--- src/hw/rtl/esc_rts_pkg.sv ---
// ----------------------------------------------------------------------------
// esc_rts_pkg
// Shared widths, register indexes, reset values, codes and the
// configuration struct of the ESC reverse throttle sequencer.
// ----------------------------------------------------------------------------
package esc_rts_pkg;

    localparam int PW_W       = 12;  // pulse width, us
    localparam int DUR_W      = 16;  // phase durations, ms
    localparam int CH_W       = 4;   // PWM channel
    localparam int TIME_W     = 32;  // millisecond timestamp
    localparam int Q_W        = 16;  // Q2.14 throttle
    localparam int Q_FRAC     = 14;
    localparam int MAG_W      = Q_FRAC + 1;  // magnitude 0..1.0 inclusive
    localparam int PH_W       = 2;
    localparam int CFG_IDX_W  = 3;
    localparam int CFG_DATA_W = 16;

    localparam logic signed [Q_W-1:0] Q_ONE     = 16'sd16384;
    localparam logic signed [Q_W-1:0] Q_NEG_ONE = -16'sd16384;

    // opcodes
    localparam logic OP_THROTTLE = 1'b0;
    localparam logic OP_STOP     = 1'b1;

    // reverse sequence phases
    localparam logic [PH_W-1:0] PH_READY   = 2'd0;
    localparam logic [PH_W-1:0] PH_BRAKE   = 2'd1;
    localparam logic [PH_W-1:0] PH_PAUSE   = 2'd2;
    localparam logic [PH_W-1:0] PH_ENGAGED = 2'd3;

    // register indexes
    localparam logic [CFG_IDX_W-1:0] REG_NEUTRAL_WIDTH       = 3'd0;
    localparam logic [CFG_IDX_W-1:0] REG_FORWARD_CREEP_WIDTH = 3'd1;
    localparam logic [CFG_IDX_W-1:0] REG_FORWARD_MAX_WIDTH   = 3'd2;
    localparam logic [CFG_IDX_W-1:0] REG_REVERSE_CREEP_WIDTH = 3'd3;
    localparam logic [CFG_IDX_W-1:0] REG_REVERSE_MAX_WIDTH   = 3'd4;
    localparam logic [CFG_IDX_W-1:0] REG_BRAKE_TIME_MS       = 3'd5;
    localparam logic [CFG_IDX_W-1:0] REG_PAUSE_TIME_MS       = 3'd6;
    localparam logic [CFG_IDX_W-1:0] REG_OUT_CHANNEL         = 3'd7;

    // reset values
    localparam logic [PW_W-1:0]  RST_NEUTRAL_WIDTH       = 12'd1500;
    localparam logic [PW_W-1:0]  RST_FORWARD_CREEP_WIDTH = 12'd1550;
    localparam logic [PW_W-1:0]  RST_FORWARD_MAX_WIDTH   = 12'd2000;
    localparam logic [PW_W-1:0]  RST_REVERSE_CREEP_WIDTH = 12'd1450;
    localparam logic [PW_W-1:0]  RST_REVERSE_MAX_WIDTH   = 12'd1000;
    localparam logic [DUR_W-1:0] RST_BRAKE_TIME_MS       = 16'd100;
    localparam logic [DUR_W-1:0] RST_PAUSE_TIME_MS       = 16'd100;
    localparam logic [CH_W-1:0]  RST_OUT_CHANNEL         = 4'd0;

    typedef struct packed {
        logic [PW_W-1:0]  neutral_width;
        logic [PW_W-1:0]  forward_creep_width;
        logic [PW_W-1:0]  forward_max_width;
        logic [PW_W-1:0]  reverse_creep_width;
        logic [PW_W-1:0]  reverse_max_width;
        logic [DUR_W-1:0] brake_time_ms;
        logic [DUR_W-1:0] pause_time_ms;
        logic [CH_W-1:0]  out_channel;
    } cfg_t;

endpackage

--- src/hw/rtl/esc_rts_if.sv ---
// ----------------------------------------------------------------------------
// esc_rts_if
// Valid/ready channels of the sequencer: command in, pulse result out.
// ----------------------------------------------------------------------------
interface esc_rts_cmd_if;
    logic                                    valid;
    logic                                    ready;
    logic                                    opcode;
    logic signed [esc_rts_pkg::Q_W-1:0]      throttle_q14;
    logic        [esc_rts_pkg::TIME_W-1:0]   now_ms;

    modport source (output valid, output opcode, output throttle_q14, output now_ms,
                    input ready);
    modport sink   (input valid, input opcode, input throttle_q14, input now_ms,
                    output ready);
endinterface

interface esc_rts_res_if;
    logic                                  valid;
    logic                                  ready;
    logic [esc_rts_pkg::CH_W-1:0]          channel;
    logic [esc_rts_pkg::PW_W-1:0]          pulse_width;
    logic [esc_rts_pkg::PH_W-1:0]          reverse_phase;

    modport source (output valid, output channel, output pulse_width, output reverse_phase,
                    input ready);
    modport sink   (input valid, input channel, input pulse_width, input reverse_phase,
                    output ready);
endinterface

--- src/hw/rtl/esc_reverse_throttle_sequencer.sv ---
// ----------------------------------------------------------------------------
// esc_reverse_throttle_sequencer
// Throttle commands to ESC pulse widths with a timed brake, neutral pause
// and reverse engage sequence.
// ----------------------------------------------------------------------------
//  channel  dir  payload                                  handshake
//  cmd      in   opcode, throttle_q14, now_ms             valid/ready
//  res      out  channel, pulse_width, reverse_phase      valid/ready
//  cfg      in   cfg_index, cfg_wdata                     cfg_we, no wait
//
//  One item per cycle sustained while the result is not stalled; an item
//  goes input register -> result register, and res.valid is registered
//  together with the result. The phase state is updated as an item
//  moves into the result register, so the following item sees it directly.
//  Reset clears valids and phase state and loads register defaults. A stalled
//  result holds; an empty input register still takes one item, then cmd stalls.
// ----------------------------------------------------------------------------
module esc_reverse_throttle_sequencer (
    input  logic                                 clk,
    input  logic                                 rst_n,
    esc_rts_cmd_if.sink                          cmd,
    esc_rts_res_if.source                        res,
    input  logic                                 cfg_we,
    input  logic [esc_rts_pkg::CFG_IDX_W-1:0]    cfg_index,
    input  logic [esc_rts_pkg::CFG_DATA_W-1:0]   cfg_wdata
);

    esc_rts_pkg::cfg_t cfg;

    // input register
    logic                                   s1_valid_reg;
    logic                                   s1_opcode_reg;
    logic signed [esc_rts_pkg::Q_W-1:0]     s1_throttle_reg;
    logic [esc_rts_pkg::TIME_W-1:0]         s1_now_reg;

    // result register
    logic                                   out_valid_reg;
    logic [esc_rts_pkg::CH_W-1:0]           out_channel_reg;
    logic [esc_rts_pkg::PW_W-1:0]           out_pulse_reg;
    logic [esc_rts_pkg::PH_W-1:0]           out_phase_reg;

    // sequence state
    logic [esc_rts_pkg::PH_W-1:0]           phase_reg;
    logic [esc_rts_pkg::PH_W-1:0]           phase_next;
    logic [esc_rts_pkg::TIME_W-1:0]         start_reg;
    logic [esc_rts_pkg::TIME_W-1:0]         start_next;

    logic                                   out_free;
    logic                                   advance;
    logic                                   take;

    logic signed [esc_rts_pkg::Q_W-1:0]     thr_sat;
    logic signed [esc_rts_pkg::Q_W-1:0]     thr_abs;
    logic [esc_rts_pkg::MAG_W-1:0]          mag;
    logic [esc_rts_pkg::TIME_W-1:0]         elapsed;
    logic [esc_rts_pkg::TIME_W-1:0]         el_brake;
    logic [esc_rts_pkg::TIME_W-1:0]         el_pause;
    logic [esc_rts_pkg::TIME_W-1:0]         brake_lim;
    logic [esc_rts_pkg::TIME_W-1:0]         pause_lim;
    logic [esc_rts_pkg::PH_W-1:0]           ph;
    logic                                   held;
    logic [esc_rts_pkg::PW_W-1:0]           interp_from;
    logic [esc_rts_pkg::PW_W-1:0]           interp_to;
    logic [esc_rts_pkg::PW_W-1:0]           interp_width;
    logic [esc_rts_pkg::PW_W-1:0]           pulse;

    esc_rts_cfg u_cfg (
        .clk       (clk),
        .rst_n     (rst_n),
        .cfg_we    (cfg_we),
        .cfg_index (cfg_index),
        .cfg_wdata (cfg_wdata),
        .cfg       (cfg)
    );

    esc_rts_interp u_interp (
        .mag        (mag),
        .from_width (interp_from),
        .to_width   (interp_to),
        .width      (interp_width)
    );

    assign out_free  = !out_valid_reg || res.ready;
    assign advance   = s1_valid_reg && out_free;
    assign cmd.ready = !s1_valid_reg || out_free;
    assign take      = cmd.valid && cmd.ready;

    // saturate and take the magnitude
    always_comb
    begin
        if (s1_throttle_reg > esc_rts_pkg::Q_ONE)
            thr_sat = esc_rts_pkg::Q_ONE;
        else if (s1_throttle_reg < esc_rts_pkg::Q_NEG_ONE)
            thr_sat = esc_rts_pkg::Q_NEG_ONE;
        else
            thr_sat = s1_throttle_reg;
        thr_abs = thr_sat[esc_rts_pkg::Q_W-1] ? -thr_sat : thr_sat;
        mag     = thr_abs[esc_rts_pkg::MAG_W-1:0];
    end

    assign elapsed   = s1_now_reg - start_reg;
    assign brake_lim = {{(esc_rts_pkg::TIME_W - esc_rts_pkg::DUR_W){1'b0}}, cfg.brake_time_ms};
    assign pause_lim = {{(esc_rts_pkg::TIME_W - esc_rts_pkg::DUR_W){1'b0}}, cfg.pause_time_ms};

    always_comb
    begin
        phase_next  = phase_reg;
        start_next  = start_reg;
        pulse       = cfg.neutral_width;
        interp_from = cfg.forward_creep_width;
        interp_to   = cfg.forward_max_width;
        ph          = phase_reg;
        held        = 1'b0;
        el_brake    = elapsed;
        el_pause    = elapsed;

        if (s1_opcode_reg == esc_rts_pkg::OP_STOP)
        begin
            phase_next = esc_rts_pkg::PH_READY;
        end
        else if (thr_sat == '0)
        begin
            if (phase_reg == esc_rts_pkg::PH_PAUSE)
            begin
                if (elapsed >= pause_lim)
                    phase_next = esc_rts_pkg::PH_ENGAGED;
            end
            else if (phase_reg != esc_rts_pkg::PH_ENGAGED)
            begin
                phase_next = esc_rts_pkg::PH_READY;
            end
        end
        else if (!thr_sat[esc_rts_pkg::Q_W-1])
        begin
            phase_next = esc_rts_pkg::PH_READY;
            pulse      = interp_width;
        end
        else
        begin
            interp_from = cfg.reverse_creep_width;
            interp_to   = cfg.reverse_max_width;
            // a phase entered in this item starts its timer at now
            if (ph == esc_rts_pkg::PH_READY)
            begin
                ph         = esc_rts_pkg::PH_BRAKE;
                start_next = s1_now_reg;
                el_brake   = '0;
            end
            if (ph == esc_rts_pkg::PH_BRAKE)
            begin
                if (el_brake < brake_lim)
                begin
                    pulse = cfg.reverse_creep_width;
                    held  = 1'b1;
                end
                else
                begin
                    ph         = esc_rts_pkg::PH_PAUSE;
                    start_next = s1_now_reg;
                    el_pause   = '0;
                end
            end
            if (!held && ph == esc_rts_pkg::PH_PAUSE)
            begin
                if (el_pause < pause_lim)
                begin
                    pulse = cfg.neutral_width;
                    held  = 1'b1;
                end
                else
                begin
                    ph = esc_rts_pkg::PH_ENGAGED;
                end
            end
            if (!held)
                pulse = interp_width;
            phase_next = ph;
        end
    end

    // control
    always_ff @(posedge clk or negedge rst_n)
    begin
        if (!rst_n)
        begin
            s1_valid_reg  <= 1'b0;
            out_valid_reg <= 1'b0;
            phase_reg     <= esc_rts_pkg::PH_READY;
            start_reg     <= '0;
        end
        else
        begin
            if (cmd.ready)
                s1_valid_reg <= cmd.valid;
            if (out_free)
                out_valid_reg <= s1_valid_reg;
            if (advance)
            begin
                phase_reg <= phase_next;
                start_reg <= start_next;
            end
        end
    end

    // payload
    always_ff @(posedge clk)
    begin
        if (take)
        begin
            s1_opcode_reg   <= cmd.opcode;
            s1_throttle_reg <= cmd.throttle_q14;
            s1_now_reg      <= cmd.now_ms;
        end
        if (advance)
        begin
            out_channel_reg <= cfg.out_channel;
            out_pulse_reg   <= pulse;
            out_phase_reg   <= phase_next;
        end
    end

    assign res.valid         = out_valid_reg;
    assign res.channel       = out_channel_reg;
    assign res.pulse_width   = out_pulse_reg;
    assign res.reverse_phase = out_phase_reg;

endmodule

--- src/hw/rtl/esc_rts_cfg.sv ---
// ----------------------------------------------------------------------------
// esc_rts_cfg
// Configuration register file, written through a plain write port.
// ----------------------------------------------------------------------------
module esc_rts_cfg (
    input  logic                                  clk,
    input  logic                                  rst_n,
    input  logic                                  cfg_we,
    input  logic [esc_rts_pkg::CFG_IDX_W-1:0]     cfg_index,
    input  logic [esc_rts_pkg::CFG_DATA_W-1:0]    cfg_wdata,
    output esc_rts_pkg::cfg_t                     cfg
);

    esc_rts_pkg::cfg_t cfg_reg;

    always_ff @(posedge clk or negedge rst_n)
    begin
        if (!rst_n)
        begin
            cfg_reg.neutral_width       <= esc_rts_pkg::RST_NEUTRAL_WIDTH;
            cfg_reg.forward_creep_width <= esc_rts_pkg::RST_FORWARD_CREEP_WIDTH;
            cfg_reg.forward_max_width   <= esc_rts_pkg::RST_FORWARD_MAX_WIDTH;
            cfg_reg.reverse_creep_width <= esc_rts_pkg::RST_REVERSE_CREEP_WIDTH;
            cfg_reg.reverse_max_width   <= esc_rts_pkg::RST_REVERSE_MAX_WIDTH;
            cfg_reg.brake_time_ms       <= esc_rts_pkg::RST_BRAKE_TIME_MS;
            cfg_reg.pause_time_ms       <= esc_rts_pkg::RST_PAUSE_TIME_MS;
            cfg_reg.out_channel         <= esc_rts_pkg::RST_OUT_CHANNEL;
        end
        else if (cfg_we)
        begin
            case (cfg_index)
                esc_rts_pkg::REG_NEUTRAL_WIDTH:
                    cfg_reg.neutral_width <= cfg_wdata[esc_rts_pkg::PW_W-1:0];
                esc_rts_pkg::REG_FORWARD_CREEP_WIDTH:
                    cfg_reg.forward_creep_width <= cfg_wdata[esc_rts_pkg::PW_W-1:0];
                esc_rts_pkg::REG_FORWARD_MAX_WIDTH:
                    cfg_reg.forward_max_width <= cfg_wdata[esc_rts_pkg::PW_W-1:0];
                esc_rts_pkg::REG_REVERSE_CREEP_WIDTH:
                    cfg_reg.reverse_creep_width <= cfg_wdata[esc_rts_pkg::PW_W-1:0];
                esc_rts_pkg::REG_REVERSE_MAX_WIDTH:
                    cfg_reg.reverse_max_width <= cfg_wdata[esc_rts_pkg::PW_W-1:0];
                esc_rts_pkg::REG_BRAKE_TIME_MS:
                    cfg_reg.brake_time_ms <= cfg_wdata[esc_rts_pkg::DUR_W-1:0];
                esc_rts_pkg::REG_PAUSE_TIME_MS:
                    cfg_reg.pause_time_ms <= cfg_wdata[esc_rts_pkg::DUR_W-1:0];
                esc_rts_pkg::REG_OUT_CHANNEL:
                    cfg_reg.out_channel <= cfg_wdata[esc_rts_pkg::CH_W-1:0];
                default:
                    cfg_reg <= cfg_reg;
            endcase
        end
    end

    assign cfg = cfg_reg;

endmodule

--- src/hw/rtl/esc_rts_interp.sv ---
// ----------------------------------------------------------------------------
// esc_rts_interp
// Linear interpolation from one pulse width to another by a Q1.14
// magnitude, rounded half away from zero.
// ----------------------------------------------------------------------------
module esc_rts_interp (
    input  logic [esc_rts_pkg::MAG_W-1:0] mag,
    input  logic [esc_rts_pkg::PW_W-1:0]  from_width,
    input  logic [esc_rts_pkg::PW_W-1:0]  to_width,
    output logic [esc_rts_pkg::PW_W-1:0]  width
);

    localparam int DIFF_W = esc_rts_pkg::PW_W + 1;
    localparam int PROD_W = esc_rts_pkg::MAG_W + 1 + DIFF_W;
    localparam int NUM_W  = PROD_W + 1;

    logic signed [DIFF_W-1:0] diff;
    logic signed [PROD_W-1:0] prod;
    logic signed [NUM_W-1:0]  base;
    logic signed [NUM_W-1:0]  num;
    logic signed [NUM_W-1:0]  rounded;

    always_comb
    begin
        diff = $signed({1'b0, to_width}) - $signed({1'b0, from_width});
        prod = $signed({1'b0, mag}) * diff;
        base = $signed({{(NUM_W - esc_rts_pkg::PW_W - esc_rts_pkg::Q_FRAC){1'b0}},
                        from_width, {esc_rts_pkg::Q_FRAC{1'b0}}});
        num  = base + $signed({prod[PROD_W-1], prod});
        // num is non-negative, so adding one half and truncating rounds away from zero
        rounded = num + $signed(NUM_W'(1) <<< (esc_rts_pkg::Q_FRAC - 1));
        if (num < 0)
            width = '0;
        else
            width = rounded[esc_rts_pkg::Q_FRAC +: esc_rts_pkg::PW_W];
    end

endmodule
--- src/flat_wrapper.sv ---
// flat-port wrapper written by rule: the top's interface ports become plain ports
module esc_reverse_throttle_sequencer_flat 
  (clk, rst_n, cfg_we, cfg_index, cfg_wdata, cmd_valid, cmd_opcode, cmd_throttle_q14, cmd_now_ms, cmd_ready, res_valid, res_channel, res_pulse_width, res_reverse_phase, res_ready);
  esc_rts_cmd_if cmd_i ();
  esc_rts_res_if res_i ();
  input  logic clk;
  input  logic rst_n;
  input  logic cfg_we;
  input  logic [esc_rts_pkg::CFG_IDX_W-1:0] cfg_index;
  input  logic [esc_rts_pkg::CFG_DATA_W-1:0] cfg_wdata;
  input wire logic [$bits(cmd_i.valid)-1:0] cmd_valid;
  input wire logic [$bits(cmd_i.opcode)-1:0] cmd_opcode;
  input wire logic [$bits(cmd_i.throttle_q14)-1:0] cmd_throttle_q14;
  input wire logic [$bits(cmd_i.now_ms)-1:0] cmd_now_ms;
  output wire logic [$bits(cmd_i.ready)-1:0] cmd_ready;
  output wire logic [$bits(res_i.valid)-1:0] res_valid;
  output wire logic [$bits(res_i.channel)-1:0] res_channel;
  output wire logic [$bits(res_i.pulse_width)-1:0] res_pulse_width;
  output wire logic [$bits(res_i.reverse_phase)-1:0] res_reverse_phase;
  input wire logic [$bits(res_i.ready)-1:0] res_ready;
  assign cmd_i.valid = cmd_valid;
  assign cmd_i.opcode = cmd_opcode;
  assign cmd_i.throttle_q14 = cmd_throttle_q14;
  assign cmd_i.now_ms = cmd_now_ms;
  assign cmd_ready = cmd_i.ready;
  assign res_valid = res_i.valid;
  assign res_channel = res_i.channel;
  assign res_pulse_width = res_i.pulse_width;
  assign res_reverse_phase = res_i.reverse_phase;
  assign res_i.ready = res_ready;
  esc_reverse_throttle_sequencer u_core (.clk(clk), .rst_n(rst_n), .cmd(cmd_i), .res(res_i), .cfg_we(cfg_we), .cfg_index(cfg_index), .cfg_wdata(cfg_wdata));
endmodule
--- config.mk ---
export PLATFORM = sky130hd
export DESIGN_NAME = esc_reverse_throttle_sequencer_flat
export DESIGN_NICKNAME = d
export VERILOG_FILES = /design/src/hw/rtl/esc_rts_pkg.sv /design/src/hw/rtl/esc_rts_if.sv /design/src/hw/rtl/esc_reverse_throttle_sequencer.sv /design/src/hw/rtl/esc_rts_cfg.sv /design/src/hw/rtl/esc_rts_interp.sv /design/src/flat_wrapper.sv
export SDC_FILE = /design/constraint.sdc
export NUM_CORES = 1
export LEC_CHECK = 0
export BUFFER_PORTS_ARGS = -buffer_cell sky130_fd_sc_hd__buf_4
export CAP_MARGIN = 10
export CORE_MARGIN = 2
export CORE_UTILIZATION = 64
export DETAILED_ROUTE_END_ITERATION = 12
export GPL_ROUTABILITY_DRIVEN = 0
export GPL_TIMING_DRIVEN = 0
export PLACE_DENSITY = 0.83
export REMOVE_ABC_BUFFERS = 1
export SYNTH_ARGS = -nofsm -noshare
export SYNTH_HDL_FRONTEND = slang
export SYNTH_HIERARCHICAL = 1
export SYNTH_SLANG_ARGS = --single-unit
--- constraint.sdc ---
create_clock -name clk -period 12.4 [get_ports clk]
set_clock_uncertainty 0.15 [all_clocks]
set_input_delay 2.48 -clock clk [delete_from_list [all_inputs] [get_ports clk]]
set_output_delay 2.48 -clock clk [all_outputs]
set_load 0.005 [all_outputs]
==> impl_metrics.yaml <==
placement:
  hpwl_um: 34200
  portBuffers: 92
  dpl_cell_area_um2: 20500
sta:
  worst_hold_slack_ns: 0.299
  max_freq_mhz: 85.2
  relSlewSlack_pct: 10.2
  fin_crit_sh_pct: 94.6
  finalHoldViolations: 0
  slew_violations: 0
  worstMarginPinSlew_ns: 1.34
  layout_min_cycle_time_ns: 11.74
  setup_viol: 0
  rsz0062_at_grt: "no"
critical_path:
  rr_endpoint: "u_core/res.pulse_width[8]$_DFFE_PP_"
  crit_top_cell: "fa_1"
  rr_worst_depth: 36
  arrival_ns: 11.77
  regToRegStartpoint: "u_core/s1_opcode_reg$_DFFE_PP_"
  rrSetupSlack_ns: 0.66
  cp_max_fo: 21
  cp.required_ns: 12.43
  slowest_delay_ns: 0.56
  worstSetupEndpointType: "flip-flop"
  startpoint_type: "flip-flop"
  critPathKind: "flip-flop to flip-flop"
  crit_slowest_cell: "fa_1"
layout:
  final_area_um2: 21200
  drive_above_1_share_pct: 17.1
  fin_util_pct: 69.9
  final_net_count: 2434
  syn2layout_area_growth_pct: 8.29
  largest_reg_flops: 96
  insertedDiodeCount: 0
route:
  routed_via_density: 6.01
  wl_um: 44600
  postRouteAntennaNets: 0
  first_iter_violations: 1116
  vias: 14600
  wl_per_cell_um: 18.3
  post-route-drc-count: 0
  drtPass1Iterations: 5
cts:
  clk_latency_ns: 0.44
  root_buffer: "clkbuf_16"
  cts_hold_buf: 0
  tritoncts: "done"
  cts_buffers: 17
  clk_pin_slew_worst_paths_ns: 0.07
  clkSinkCount: 199
  clock_tree.buffer_depth: 2
  htreeDepth: 4
global_route:
  grt_pass1_wl_um: 72000
  grt_max_degree: 104
  grt_pass1_vias: 15000
  antenna_found_initial: 0
  grt_usage_pct: 28.4
  grt-ovfl-total: 0
run_status:
  status: "complete, no violations"
synth:
  async_flop_share_pct: 66.3
  synth_warnings: 6
  syn_inst: 1969
  yosysSeqAreaShare_pct: 27.3
  ys.flop_type: "dfrtp_1"
  syn_area_per_cell_um2: 9.95
  synth_edf_count: 67
  ys_types: 93
  ys_ff_latch: 199
  synthesis.area_um2: 19600
floorplan:
  dieArea_um2: 32000
  io_pins: 93
  die_x_um: 179
  initial_core_util_pct: 64.6
  coreArea_um2: 30300
  std_cell_rows: 64
  die_h_um: 179
min_path:
  hold_path.startpoint: "u_core/u_cfg/cfg[3]$_DFFE_PN0P_"
  min_to: "u_core/res.channel[3]$_DFFE_PP_"
  worstHoldPathCells: 0
  hold_path.class: "flip-flop to flip-flop"
flow_run:
  cap_violations: 0
-- final cells by class --
class | count | area, um2
multi-input combinational | 1378 | 12600
fill | 2165 | 9130
sequential | 199 | 5360
inverter | 317 | 1190
timing repair buffer | 114 | 908
tap | 396 | 495
clock buffer | 19 | 433
clock inverter | 13 | 213
-- cells in the mapped netlist (all sizes together), types with 25 or more instances --
| master | count | share of area (%) |
|---|---|---|
| nor3 | 25 | 0.69 |
| a21oi | 75 | 1.9 |
| o21ai | 65 | 1.7 |
| dfstp | 36 | 4.8 |
| mux2 | 155 | 9.2 |
| nand2b | 41 | 1.3 |
| xnor2 | 27 | 1.2 |
| buf | 29 | 1.4 |
| nor2 | 90 | 1.7 |
| nand3 | 26 | 0.66 |
| xor2 | 25 | 1.1 |
| fa | 156 | 16 |
| clkbuf | 45 | 0.86 |
| nor2b | 29 | 0.93 |
| ha | 178 | 11 |
| a21o | 45 | 1.7 |
| inv | 316 | 6.1 |
| edfxtp | 67 | 10 |
| and2 | 39 | 1.2 |
| nand2 | 181 | 3.5 |
| dfrtp | 96 | 12 |
-- per-layer routing --
| metal | track usage [%] | vias up | wire length [um] |
|---|---|---|---|
| li1 | - | 6748 | - |
| met1 | 36.2 | 7253 | 18200 |
| met2 | 49.6 | 535 | 22600 |
| met3 | 4.05 | 104 | 2460 |
| met4 | 10.0 | 0 | 1250 |
| met5 | 0 | - | 0 |
-- worst max-delay path by stage --
stage | from | to | slack (ns) | depth (start not counted)
finish | u_core/s1_opcode_reg$_DFFE_PP_ | u_core/res.pulse_width[8]$_DFFE_PP_ | 0.66 | 36
global route | u_core/s1_opcode_reg$_DFFE_PP_ | u_core/res.pulse_width[8]$_DFFE_PP_ | 0.19 | 36
CTS | u_core/s1_throttle_reg[15]$_DFFE_PP_ | u_core/res.pulse_width[9]$_DFFE_PP_ | 0.07 | 36
detailed placement | u_core/s1_throttle_reg[15]$_DFFE_PP_ | u_core/res.pulse_width[7]$_DFFE_PP_ | 0.26 | 36
global placement | u_core/s1_throttle_reg[15]$_DFFE_PP_ | u_core/res.pulse_width[7]$_DFFE_PP_ | -0.84 | 34
floorplan | u_core/s1_throttle_reg[15]$_DFFE_PP_ | u_core/res.pulse_width[10]$_DFFE_PP_ | 1.49 | 34
-- placed cells by master (no fill, tap or decap), types with 7 or more instances in the layout --
cell type	synthesis	layout
nor2b_1	29	29
o21ai_0	59	53
o211ai_1	12	12
nor2_1	90	89
nand2_1	181	181
mux2_2	111	111
a211o_1	8	8
nand4_1	23	23
o21a_1	15	15
dfrtp_1	96	96
a22o_1	11	11
xor2_1	25	25
clkbuf_16	0	17
mux2_4	14	14
edfxtp_1	67	67
and2_1	39	38
inv_1	316	316
a21oi_1	75	75
a21o_1	45	45
xnor2_1	27	26
buf_4	3	106
nand3_1	26	26
ha_1	178	178
mux2i_1	12	12
fa_1	156	156
and3_1	8	8
o21ai_1	4	10
nor4_1	7	7
nand2b_1	41	41
a211oi_1	13	13
nor3_1	23	23
mux2_1	30	30
dfstp_2	36	36
-- cells by family (layout without fill, tap and decap cells) --
group,Yosys count,after routing,synth area share (%)
XOR/XNOR,53,53,2.45
AO/OA/AOI/OAI,307,307,10.7
multiplexers,167,167,9.79
buffers and inverters,392,463,8.40
AND/OR/NAND/NOR,517,517,14.0
flip-flops,199,199,27.3
adder cells (fa/ha/maj),334,334,27.3
-- stage by stage --
step                TNS [ns]  setup slack (ns)  instances
floorplan                  0              1.49       1894
global placement       -8.96            -0.844       2382
detailed placement         0             0.260       2398
CTS                        0            0.0687       2430
global route               0             0.193       2436
finish                     0             0.664       2436
-- critical path: cells and delay by family (launching register included) --
kind	cells	cell delay, ns
compound gates	14	3.67
mux	2	0.69
fa+ha+maj	8	3.69
flops	1	0.47
buf+inv	6	0.93
xor+xnor	1	0.40
simple gates	5	1.43
-- what timing repair did --
action,4_1_cts,5_1_grt
setup buffers,0,2
gates resized for setup,0,2
endpoints found under the setup margin,0,12
Power is not shown: default switching activity piles up to over one toggle a cycle in this logic, so the estimate is an artifact.
